## src/rtl/rst_pkg.sv

```systemverilog
// Shared types, codes and command/status structures of the ride session tracker.
package rst_pkg;

    localparam int unsigned DivSteps = 14;

    localparam logic [23:0] COUNT_MAX = 24'hFF_FFFF;

    localparam logic CFG_DEBOUNCE = 1'b0;
    localparam logic CFG_MIN_AVG  = 1'b1;

    localparam logic [15:0] DEBOUNCE_RESET = 16'd500;
    localparam logic [13:0] MIN_AVG_RESET  = 14'd150;

    typedef enum logic [1:0] {
        MODE_STOPPED = 2'd0,
        MODE_RUNNING = 2'd1,
        MODE_PAUSED  = 2'd2
    } t_mode;

    typedef enum logic [2:0] {
        EV_NONE   = 3'd0,
        EV_NEW    = 3'd1,
        EV_PAUSE  = 3'd2,
        EV_RESUME = 3'd3,
        EV_STOP   = 3'd4
    } t_event;

    typedef struct packed {
        logic capture;
        logic touch;
        logic sample;
        logic div_init;
        logic div_step;
        logic load_out;
    } t_cmd;

    typedef struct packed {
        logic div_done;
        logic out_free;
    } t_status;

endpackage

```

## src/rtl/rst_ctrl.sv

```systemverilog
// Sequencer that steps one word through touch, sample, divide and result load.
module rst_ctrl (
    input  logic             i_clk,
    input  logic             i_rst_n,
    input  logic             i_in_valid,
    input  rst_pkg::t_status i_status,
    output logic             o_in_stall,
    output rst_pkg::t_cmd    o_cmd
);
    import rst_pkg::*;

    typedef enum logic [5:0] {
        ST_IDLE   = 6'b000001,
        ST_TOUCH  = 6'b000010,
        ST_SAMPLE = 6'b000100,
        ST_PREP   = 6'b001000,
        ST_DIV    = 6'b010000,
        ST_DONE   = 6'b100000
    } t_state;

    t_state r_state;
    t_state n_state;

    always_comb begin
        n_state = r_state;
        o_cmd   = '0;
        unique case (r_state)
            ST_IDLE: begin
                if (i_in_valid) begin
                    o_cmd.capture = 1'b1;
                    n_state       = ST_TOUCH;
                end
            end
            ST_TOUCH: begin
                o_cmd.touch = 1'b1;
                n_state     = ST_SAMPLE;
            end
            ST_SAMPLE: begin
                o_cmd.sample = 1'b1;
                n_state      = ST_PREP;
            end
            ST_PREP: begin
                o_cmd.div_init = 1'b1;
                n_state        = ST_DIV;
            end
            ST_DIV: begin
                o_cmd.div_step = 1'b1;
                if (i_status.div_done) begin
                    n_state = ST_DONE;
                end
            end
            ST_DONE: begin
                if (i_status.out_free) begin
                    o_cmd.load_out = 1'b1;
                    n_state        = ST_IDLE;
                end
            end
            default: begin
                n_state = ST_IDLE;
            end
        endcase
    end

    assign o_in_stall = (r_state != ST_IDLE);

    always_ff @(posedge i_clk) begin
        if (!i_rst_n) begin
            r_state <= ST_IDLE;
        end else begin
            r_state <= n_state;
        end
    end

endmodule

```

## src/rtl/rst_datapath.sv

```systemverilog
// Ride state, statistics, mean divider and output register of the ride session tracker.
module rst_datapath (
    input  logic          i_clk,
    input  logic          i_rst_n,
    input  rst_pkg::t_cmd i_cmd,
    output rst_pkg::t_status o_status,
    input  logic          i_cfg_we,
    input  logic          i_cfg_index,
    input  logic [15:0]   i_cfg_data,
    input  logic [31:0]   i_now_ms,
    input  logic          i_touch_present,
    input  logic          i_hit_start,
    input  logic          i_hit_continue,
    input  logic          i_hit_stop,
    input  logic          i_sample_valid,
    input  logic [15:0]   i_distance_mm,
    input  logic [13:0]   i_speed_centi,
    input  logic          i_out_stall,
    output logic          o_out_valid,
    output logic [1:0]    o_ride_state,
    output logic [2:0]    o_event_res,
    output logic [31:0]   o_total_distance_mm,
    output logic [31:0]   o_ride_ticks,
    output logic [13:0]   o_average_speed,
    output logic [13:0]   o_peak_speed
);
    import rst_pkg::*;

    localparam int unsigned StepW = $clog2(DivSteps);

    logic [15:0] r_debounce;
    logic [13:0] r_min_avg;

    logic [31:0] r_now;
    logic        r_touch;
    logic        r_hs;
    logic        r_hc;
    logic        r_hp;
    logic        r_sv;
    logic [15:0] r_dist;
    logic [13:0] r_speed;

    t_mode       r_mode;
    t_event      r_event;
    logic [31:0] r_last;
    logic        r_consumed;
    logic [31:0] r_dist_tot;
    logic [31:0] r_ticks;
    logic [37:0] r_sum;
    logic [23:0] r_count;
    logic [13:0] r_peak;

    logic [23:0]      r_rem;
    logic [13:0]      r_low;
    logic [13:0]      r_quo;
    logic [StepW-1:0] r_dcnt;

    logic [31:0] r_o_dist;
    logic [31:0] r_o_ticks;
    logic [13:0] r_o_avg;
    logic [13:0] r_o_peak;
    logic [1:0]  r_o_state;
    logic [2:0]  r_o_event;
    logic        r_out_valid;

    logic [31:0] w_gap;
    logic        w_elapsed;
    t_mode       w_mode;
    t_event      w_event;
    logic [32:0] w_dsum;
    logic [24:0] w_trial;
    logic [24:0] w_diff;
    logic        w_take;

    always_ff @(posedge i_clk) begin
        if (!i_rst_n) begin
            r_debounce <= DEBOUNCE_RESET;
            r_min_avg  <= MIN_AVG_RESET;
        end else if (i_cfg_we) begin
            unique case (i_cfg_index)
                CFG_DEBOUNCE: r_debounce <= i_cfg_data;
                CFG_MIN_AVG:  r_min_avg  <= i_cfg_data[13:0];
                default: ;
            endcase
        end
    end

    always_ff @(posedge i_clk) begin
        if (i_cmd.capture) begin
            r_now   <= i_now_ms;
            r_touch <= i_touch_present;
            r_hs    <= i_hit_start;
            r_hc    <= i_hit_continue;
            r_hp    <= i_hit_stop;
            r_sv    <= i_sample_valid;
            r_dist  <= i_distance_mm;
            r_speed <= i_speed_centi;
        end
    end

    assign w_gap     = r_now - r_last;
    assign w_elapsed = w_gap > {16'd0, r_debounce};

    always_comb begin
        w_mode  = r_mode;
        w_event = EV_NONE;
        if (w_elapsed) begin
            case (r_mode)
                MODE_PAUSED: begin
                    if (r_hc) begin
                        w_mode  = MODE_RUNNING;
                        w_event = EV_RESUME;
                    end else if (r_hp) begin
                        w_mode  = MODE_STOPPED;
                        w_event = EV_STOP;
                    end
                end
                MODE_STOPPED: begin
                    if (r_hs) begin
                        w_mode  = MODE_RUNNING;
                        w_event = EV_NEW;
                    end
                end
                MODE_RUNNING: begin
                    if (r_hs) begin
                        w_mode  = MODE_PAUSED;
                        w_event = EV_PAUSE;
                    end
                end
                default: ;
            endcase
        end
    end

    assign w_dsum = {1'b0, r_dist_tot} + {17'd0, r_dist};

    always_ff @(posedge i_clk) begin
        if (!i_rst_n) begin
            r_mode     <= MODE_STOPPED;
            r_event    <= EV_NONE;
            r_last     <= '0;
            r_consumed <= 1'b0;
            r_dist_tot <= '0;
            r_ticks    <= '0;
            r_sum      <= '0;
            r_count    <= '0;
            r_peak     <= '0;
        end else if (i_cmd.touch) begin
            r_event <= (r_touch && !r_consumed) ? w_event : EV_NONE;
            if (r_touch) begin
                r_consumed <= !r_consumed;
                if (!r_consumed) begin
                    r_mode <= w_mode;
                    if (w_event != EV_NONE) begin
                        r_last <= r_now;
                    end
                    if (w_event == EV_STOP) begin
                        r_dist_tot <= '0;
                        r_ticks    <= '0;
                        r_sum      <= '0;
                        r_count    <= '0;
                        r_peak     <= '0;
                    end
                end
            end
        end else if (i_cmd.sample) begin
            if (r_sv && (r_mode == MODE_RUNNING)) begin
                r_dist_tot <= w_dsum[32] ? '1 : w_dsum[31:0];
                if (r_ticks != '1) begin
                    r_ticks <= r_ticks + 32'd1;
                end
                if (r_speed > r_peak) begin
                    r_peak <= r_speed;
                end
                if ((r_speed > r_min_avg) && (r_count != COUNT_MAX)) begin
                    r_sum   <= r_sum + {24'd0, r_speed};
                    r_count <= r_count + 24'd1;
                end
            end
        end
    end

    // The mean fits in 14 bits, so the top of the sum is already below the count.
    assign w_trial = {r_rem, r_low[13]};
    assign w_diff  = w_trial - {1'b0, r_count};
    assign w_take  = w_trial >= {1'b0, r_count};

    always_ff @(posedge i_clk) begin
        if (!i_rst_n) begin
            r_dcnt <= '0;
        end else if (i_cmd.div_init) begin
            r_dcnt <= StepW'(DivSteps - 1);
        end else if (i_cmd.div_step && (r_dcnt != '0)) begin
            r_dcnt <= r_dcnt - 1'b1;
        end
    end

    always_ff @(posedge i_clk) begin
        if (i_cmd.div_init) begin
            r_rem <= r_sum[37:14];
            r_low <= r_sum[13:0];
            r_quo <= '0;
        end else if (i_cmd.div_step) begin
            r_rem <= w_take ? w_diff[23:0] : w_trial[23:0];
            r_low <= {r_low[12:0], 1'b0};
            r_quo <= {r_quo[12:0], w_take};
        end
    end

    assign o_status.div_done = (r_dcnt == '0);
    assign o_status.out_free = !r_out_valid || !i_out_stall;

    always_ff @(posedge i_clk) begin
        if (i_cmd.load_out) begin
            r_o_state <= r_mode;
            r_o_event <= r_event;
            r_o_dist  <= r_dist_tot;
            r_o_ticks <= r_ticks;
            r_o_avg   <= (r_count == '0) ? '0 : r_quo;
            r_o_peak  <= r_peak;
        end
    end

    always_ff @(posedge i_clk) begin
        if (!i_rst_n) begin
            r_out_valid <= 1'b0;
        end else if (i_cmd.load_out) begin
            r_out_valid <= 1'b1;
        end else if (!i_out_stall) begin
            r_out_valid <= 1'b0;
        end
    end

    assign o_out_valid         = r_out_valid;
    assign o_ride_state        = r_o_state;
    assign o_event_res         = r_o_event;
    assign o_total_distance_mm = r_o_dist;
    assign o_ride_ticks        = r_o_ticks;
    assign o_average_speed     = r_o_avg;
    assign o_peak_speed        = r_o_peak;

endmodule

```

## src/rtl/ride_session_tracker.sv

```systemverilog
// Top level of the ride session tracker: sequencer plus datapath.
//
//   channel   valid        stall        payload
//   input     i_in_valid   o_in_stall   i_now_ms .. i_speed_centi
//   output    o_out_valid  i_out_stall  o_ride_state .. o_peak_speed
//   config    i_cfg_we     (none)       i_cfg_index, i_cfg_data
//
// Each word passes through capture, touch handling, sample update and divider
// setup, then the one-bit-per-cycle restoring divider for the 14-bit mean,
// and the result load. The result becomes valid after the load, and the next
// word can be accepted in that same cycle. The input stalls while a word is
// in work. A stalled result holds in the output register; the next word may be
// accepted meanwhile and waits in the load state until the register frees.
// Reset is synchronous and restores the sequencer, configuration, ride state,
// statistics and output valid flag at once, but not captured or output data.
module ride_session_tracker (
    input  logic        i_clk,
    input  logic        i_rst_n,
    input  logic        i_cfg_we,
    input  logic        i_cfg_index,
    input  logic [15:0] i_cfg_data,
    input  logic        i_in_valid,
    output logic        o_in_stall,
    input  logic [31:0] i_now_ms,
    input  logic        i_touch_present,
    input  logic        i_hit_start,
    input  logic        i_hit_continue,
    input  logic        i_hit_stop,
    input  logic        i_sample_valid,
    input  logic [15:0] i_distance_mm,
    input  logic [13:0] i_speed_centi,
    output logic        o_out_valid,
    input  logic        i_out_stall,
    output logic [1:0]  o_ride_state,
    output logic [2:0]  o_event_res,
    output logic [31:0] o_total_distance_mm,
    output logic [31:0] o_ride_ticks,
    output logic [13:0] o_average_speed,
    output logic [13:0] o_peak_speed
);
    import rst_pkg::*;

    t_cmd    w_cmd;
    t_status w_status;

    rst_ctrl u_ctrl (
        .i_clk      (i_clk),
        .i_rst_n    (i_rst_n),
        .i_in_valid (i_in_valid),
        .i_status   (w_status),
        .o_in_stall (o_in_stall),
        .o_cmd      (w_cmd)
    );

    rst_datapath u_datapath (
        .i_clk               (i_clk),
        .i_rst_n             (i_rst_n),
        .i_cmd               (w_cmd),
        .o_status            (w_status),
        .i_cfg_we            (i_cfg_we),
        .i_cfg_index         (i_cfg_index),
        .i_cfg_data          (i_cfg_data),
        .i_now_ms            (i_now_ms),
        .i_touch_present     (i_touch_present),
        .i_hit_start         (i_hit_start),
        .i_hit_continue      (i_hit_continue),
        .i_hit_stop          (i_hit_stop),
        .i_sample_valid      (i_sample_valid),
        .i_distance_mm       (i_distance_mm),
        .i_speed_centi       (i_speed_centi),
        .i_out_stall         (i_out_stall),
        .o_out_valid         (o_out_valid),
        .o_ride_state        (o_ride_state),
        .o_event_res         (o_event_res),
        .o_total_distance_mm (o_total_distance_mm),
        .o_ride_ticks        (o_ride_ticks),
        .o_average_speed     (o_average_speed),
        .o_peak_speed        (o_peak_speed)
    );

endmodule

```

## config.mk

```make
export PLATFORM = sky130hd
export DESIGN_NAME = ride_session_tracker
export DESIGN_NICKNAME = d
export VERILOG_FILES = /design/src/rtl/rst_pkg.sv /design/src/rtl/rst_ctrl.sv /design/src/rtl/rst_datapath.sv /design/src/rtl/ride_session_tracker.sv
export SDC_FILE = /design/constraint.sdc
export NUM_CORES = 1
export LEC_CHECK = 0
export BUFFER_PORTS_ARGS = -buffer_cell sky130_fd_sc_hd__buf_2
export CORE_MARGIN = 2
export CORE_UTILIZATION = 34
export CTS_CLUSTER_DIAMETER = 200
export DETAILED_ROUTE_END_ITERATION = 10
export GPL_TIMING_DRIVEN = 0
export PLACE_DENSITY = 0.49
export SYNTH_ARGS = -nofsm -noshare
export SYNTH_HDL_FRONTEND = slang
export SYNTH_HIERARCHICAL = 1
export SYNTH_SLANG_ARGS = --single-unit
```

## constraint.sdc

```tcl
create_clock -name i_clk -period 12.33 [get_ports i_clk]
set_input_delay 0.6165 -clock i_clk [delete_from_list [all_inputs] [get_ports i_clk]]
set_output_delay 0.6165 -clock i_clk [all_outputs]
set_load 0.02 [all_outputs]
```

==> out/summary.txt <==
outcome: completed
initial DRC count: 1329
crit-path max FO: 10
Starting Density: 34.20%
Area Growth Syn to Fin: 17.07%
total grt overflow: 0
count leader, synth: dfxtp_1
Final TNS setup: 0 ns
largest net degree at the start of global routing: 58
core region area: 65510 um2
Slew Limit Fails: 0
Netlist cell types: 88
Switch Pwr: 1.211 mW
clk slew on worst S/H paths: 0.06 ns
Seq/Total Area, Yosys: 47.89%
Sequential Area: 10730 um2
P_int: 2.874 mW
multiplexer area fraction after synthesis: 3.563%
Rel. slew slack: 23.19%
Peak VDD IR: 0.0001087 V
first-pass GRT wire length: 100200 um
vias per cell: 5.251
cts bufs inserted: 52
hold slack: 0.1687 ns
clock sinks: 435
Post-synth EDFFs: 202
post-cts resize count: 0
FMAX: 158.9 MHz
net count after synthesis: 2536
drt wl/cell: 18.65 um
FF+latch count, synth: 435
Synth Area in Compound Gates: 15.92%
Ys Warns: 6
Tot GR Track Use: 18.85%
routed via count: 18.18k
Total Wirelength: 64570 um
reg2reg path depth: 23
met3 usage: 3.059%
ratio of cells with drive above 1 in the final layout: 13.60%
critical path arrival: 6.84 ns
fin nets: 2779
syn avg cell area: 9.699 um2
Post-CTS Setup Bufs: 0
GR peak layer: met2
worst r2r src: u_datapath/r_now[1]
Max Buffers Root-to-Sink: 3
top-area cell type share of the netlist area: 27.07%
hold buffers post-CTS: 0
cell count after synthesis: 2310
Die ar.: 67960 um2
Min-Delay Path Class: input pin to flip-flop
CP Launch Type: flip-flop
Die W: 260.7 um
Crit Path Category: flip-flop to flip-flop
ranking of synthesized cells by area: edfxtp_1 (27%), dfxtp_1 (21%), ha_1 (7.4%)
Critical Path RT: 12.87 ns
Crit. Startpoint: u_datapath/r_now[1]
area of the multi-input gates: 10720 um2
skew final: 0.03330 ns
Clock Latency Late Sink: 0.62 ns
Die Height: 260.7 um
htree depth: 2
Synth Area in Simple Gates: 17.27%
Synth top cells by count: dfxtp_1 (233), nand2_1 (215), a21oi_1 (204)
leading area contributor after synthesis: edfxtp_1
initial antenna violation count: 6
I/O Pins: 188
reg2reg setup slack: 6.04 ns
Setup WS post-layout: 6.037 ns
main combinational cell family by area after synthesis: simple AND/OR/NAND/NOR gates
# fillers: 6486
Critical Path Sink Type: flip-flop
quantity of I/O buffers inserted on ports: 187
antenna viol nets, final: 0
Clock Power Share: 38.3%
worst slew pin tran: 1.143 ns
unrepaired setup endpoints after global routing: no
Post-Synth Adder-Cell Area: 7.785%
Net Sw Frac: 29.64%
Synth Area in XOR/XNOR: 3.284%
Final Critical Period: 6.293 ns
Pleak: 10.03 nW
setup violators final: 0
Sequential Power Share: 41.5%
number of max-cap violations: 0
CTS tree: built
part of the power in combinational logic: 20.2%
DRC violations left: 0
DP Wirelength: 48530 um
number of global-route vias before repair: 17.75k
met1 Use GR: 24.91%
R2R Path End: u_datapath/r_ticks[1]
power per cell area: 155.7 nW/um2
Placement Setup Slack: 6.068 ns
Main synth FF type: dfxtp_1
Final period util: 51.04%
mapped cell area: 22400 um2
final hold vios: 0
GP Congestion: 0.8944
CP endpoint: u_datapath/r_ticks[1]
Post-synth ARST share: 0%
utilization after layout: 40.04%
Initial DRT Pass Iterations: 6
num rows: 94
Root Buffer: clkbuf_16
met2 GRT Util: 31.37%
==> metal layers <==
| metal | up-vias | routed length (um) |
|---|---|---|
| li1 | 8903 | - |
| met1 | 8661 | 29300 |
| met2 | 509 | 30040 |
| met3 | 105 | 3376 |
| met4 | 0 | 1853 |
| met5 | - | 0 |
==> logic make-up after synthesis <==
| group | Yosys count |
|---|---|
| DFF | 435 |
| buffers and inverters | 240 |
| adders and majority gates | 137 |
| muxes | 77 |
| AOI/OAI and AO/OA | 564 |
| xor gates and xnor gates | 84 |
| and+or+nand+nor | 773 |
==> how the worst min path moves through the flow <==
stage | start | end | slack (ns) | cells past startpoint
after floorplan | u_datapath/r_mode[0] | u_datapath/o_ride_state[0] | 0.41 | 0
after global placement | u_datapath/r_dist_tot[16] | u_datapath/o_total_distance_mm[16] | 0.42 | 0
after detailed placement | u_datapath/r_dist_tot[16] | u_datapath/o_total_distance_mm[16] | 0.42 | 0
after CTS | i_distance_mm[12] | u_datapath/r_dist[12] | 0.14 | 1
after global routing | i_distance_mm[12] | u_datapath/r_dist[12] | 0.14 | 1
final | i_distance_mm[14] | u_datapath/r_dist[14] | 0.17 | 1
==> cells in the final DEF (no fill, tap or decap), types with 76 or more instances in the layout <==
cell	count
dfxtp_1	233
buf_2	210
clkbuf_1	76
nor2_1	195
inv_1	144
edfxtp_1	202
a21oi_1	204
ha_1	133
o21ai_0	106
nand2_1	215
==> sequential cells by signal (all words and copies together), names as in the netlist, 6 cells and up <==
register / count
u_ctrl/r_state: 6
u_datapath/o_average_speed: 14
u_datapath/o_peak_speed: 14
u_datapath/o_ride_ticks: 32
u_datapath/o_total_distance_mm: 32
u_datapath/r_count: 24
u_datapath/r_debounce: 16
u_datapath/r_dist: 16
u_datapath/r_dist_tot: 32
u_datapath/r_last: 32
u_datapath/r_low: 14
u_datapath/r_min_avg: 14
u_datapath/r_now: 32
u_datapath/r_peak: 14
u_datapath/r_quo: 14
u_datapath/r_rem: 24
u_datapath/r_speed: 14
u_datapath/r_sum: 38
u_datapath/r_ticks: 32
==> final cells by class <==
type                       instances  area share (%)
tap                              864           4.122
clock inverter                    23          0.9541
inverter                         145           2.075
sequential                       435           40.91
multi-input combinational       1635           40.87
buffer                            95           1.584
clock buffer                      74           5.710
timing repair buffer             189           3.750
antenna                            2         0.01908
==> through the flow <==
stage / instances / instance area [um2] / total power [mW]
finish: 3462 / 26230 / 4.084
CTS: 3460 / 26220 / 4.140
detailed placement: 3363 / 24470 / 2.548
global placement: 3361 / 24420 / 2.535
floorplan: 2310 / 22400 / 2.299
global route: 3462 / 26230 / 4.308
==> critical path, stage by stage, from the launching register on <==
cell and delay (ns):
edfxtp_1 0.42, ha_1 0.30, nor2b_1 0.14, o31a_1 0.30
or3_1 0.34, or2_2 0.28, a31oi_1 0.29, o21bai_1 0.17
nand3_1 0.11, nand2_1 0.09, a31oi_1 0.21, xnor2_1 0.16
ha_1 0.27, and4_1 0.22, a221o_1 0.32, o22ai_1 0.34
nand4_1 0.21, nor4_4 0.33, nand4_4 0.28, a21oi_1 0.49
buf_2 0.31, buf_2 0.32, o21ai_0 0.15, a21oi_1 0.18
==> power by group through the flow <==
stage	logic, mW	clock network, mW	registers (mW)
2_1_floorplan	0.604	0	1.69
3_3_place_gp	0.804	0	1.73
3_5_place_dp	0.822	0	1.73
4_1_cts	0.827	1.62	1.70
5_1_grt	0.929	1.67	1.70
6_report	0.824	1.57	1.69
No activity file was read; power rests on OpenSTA's default activity.
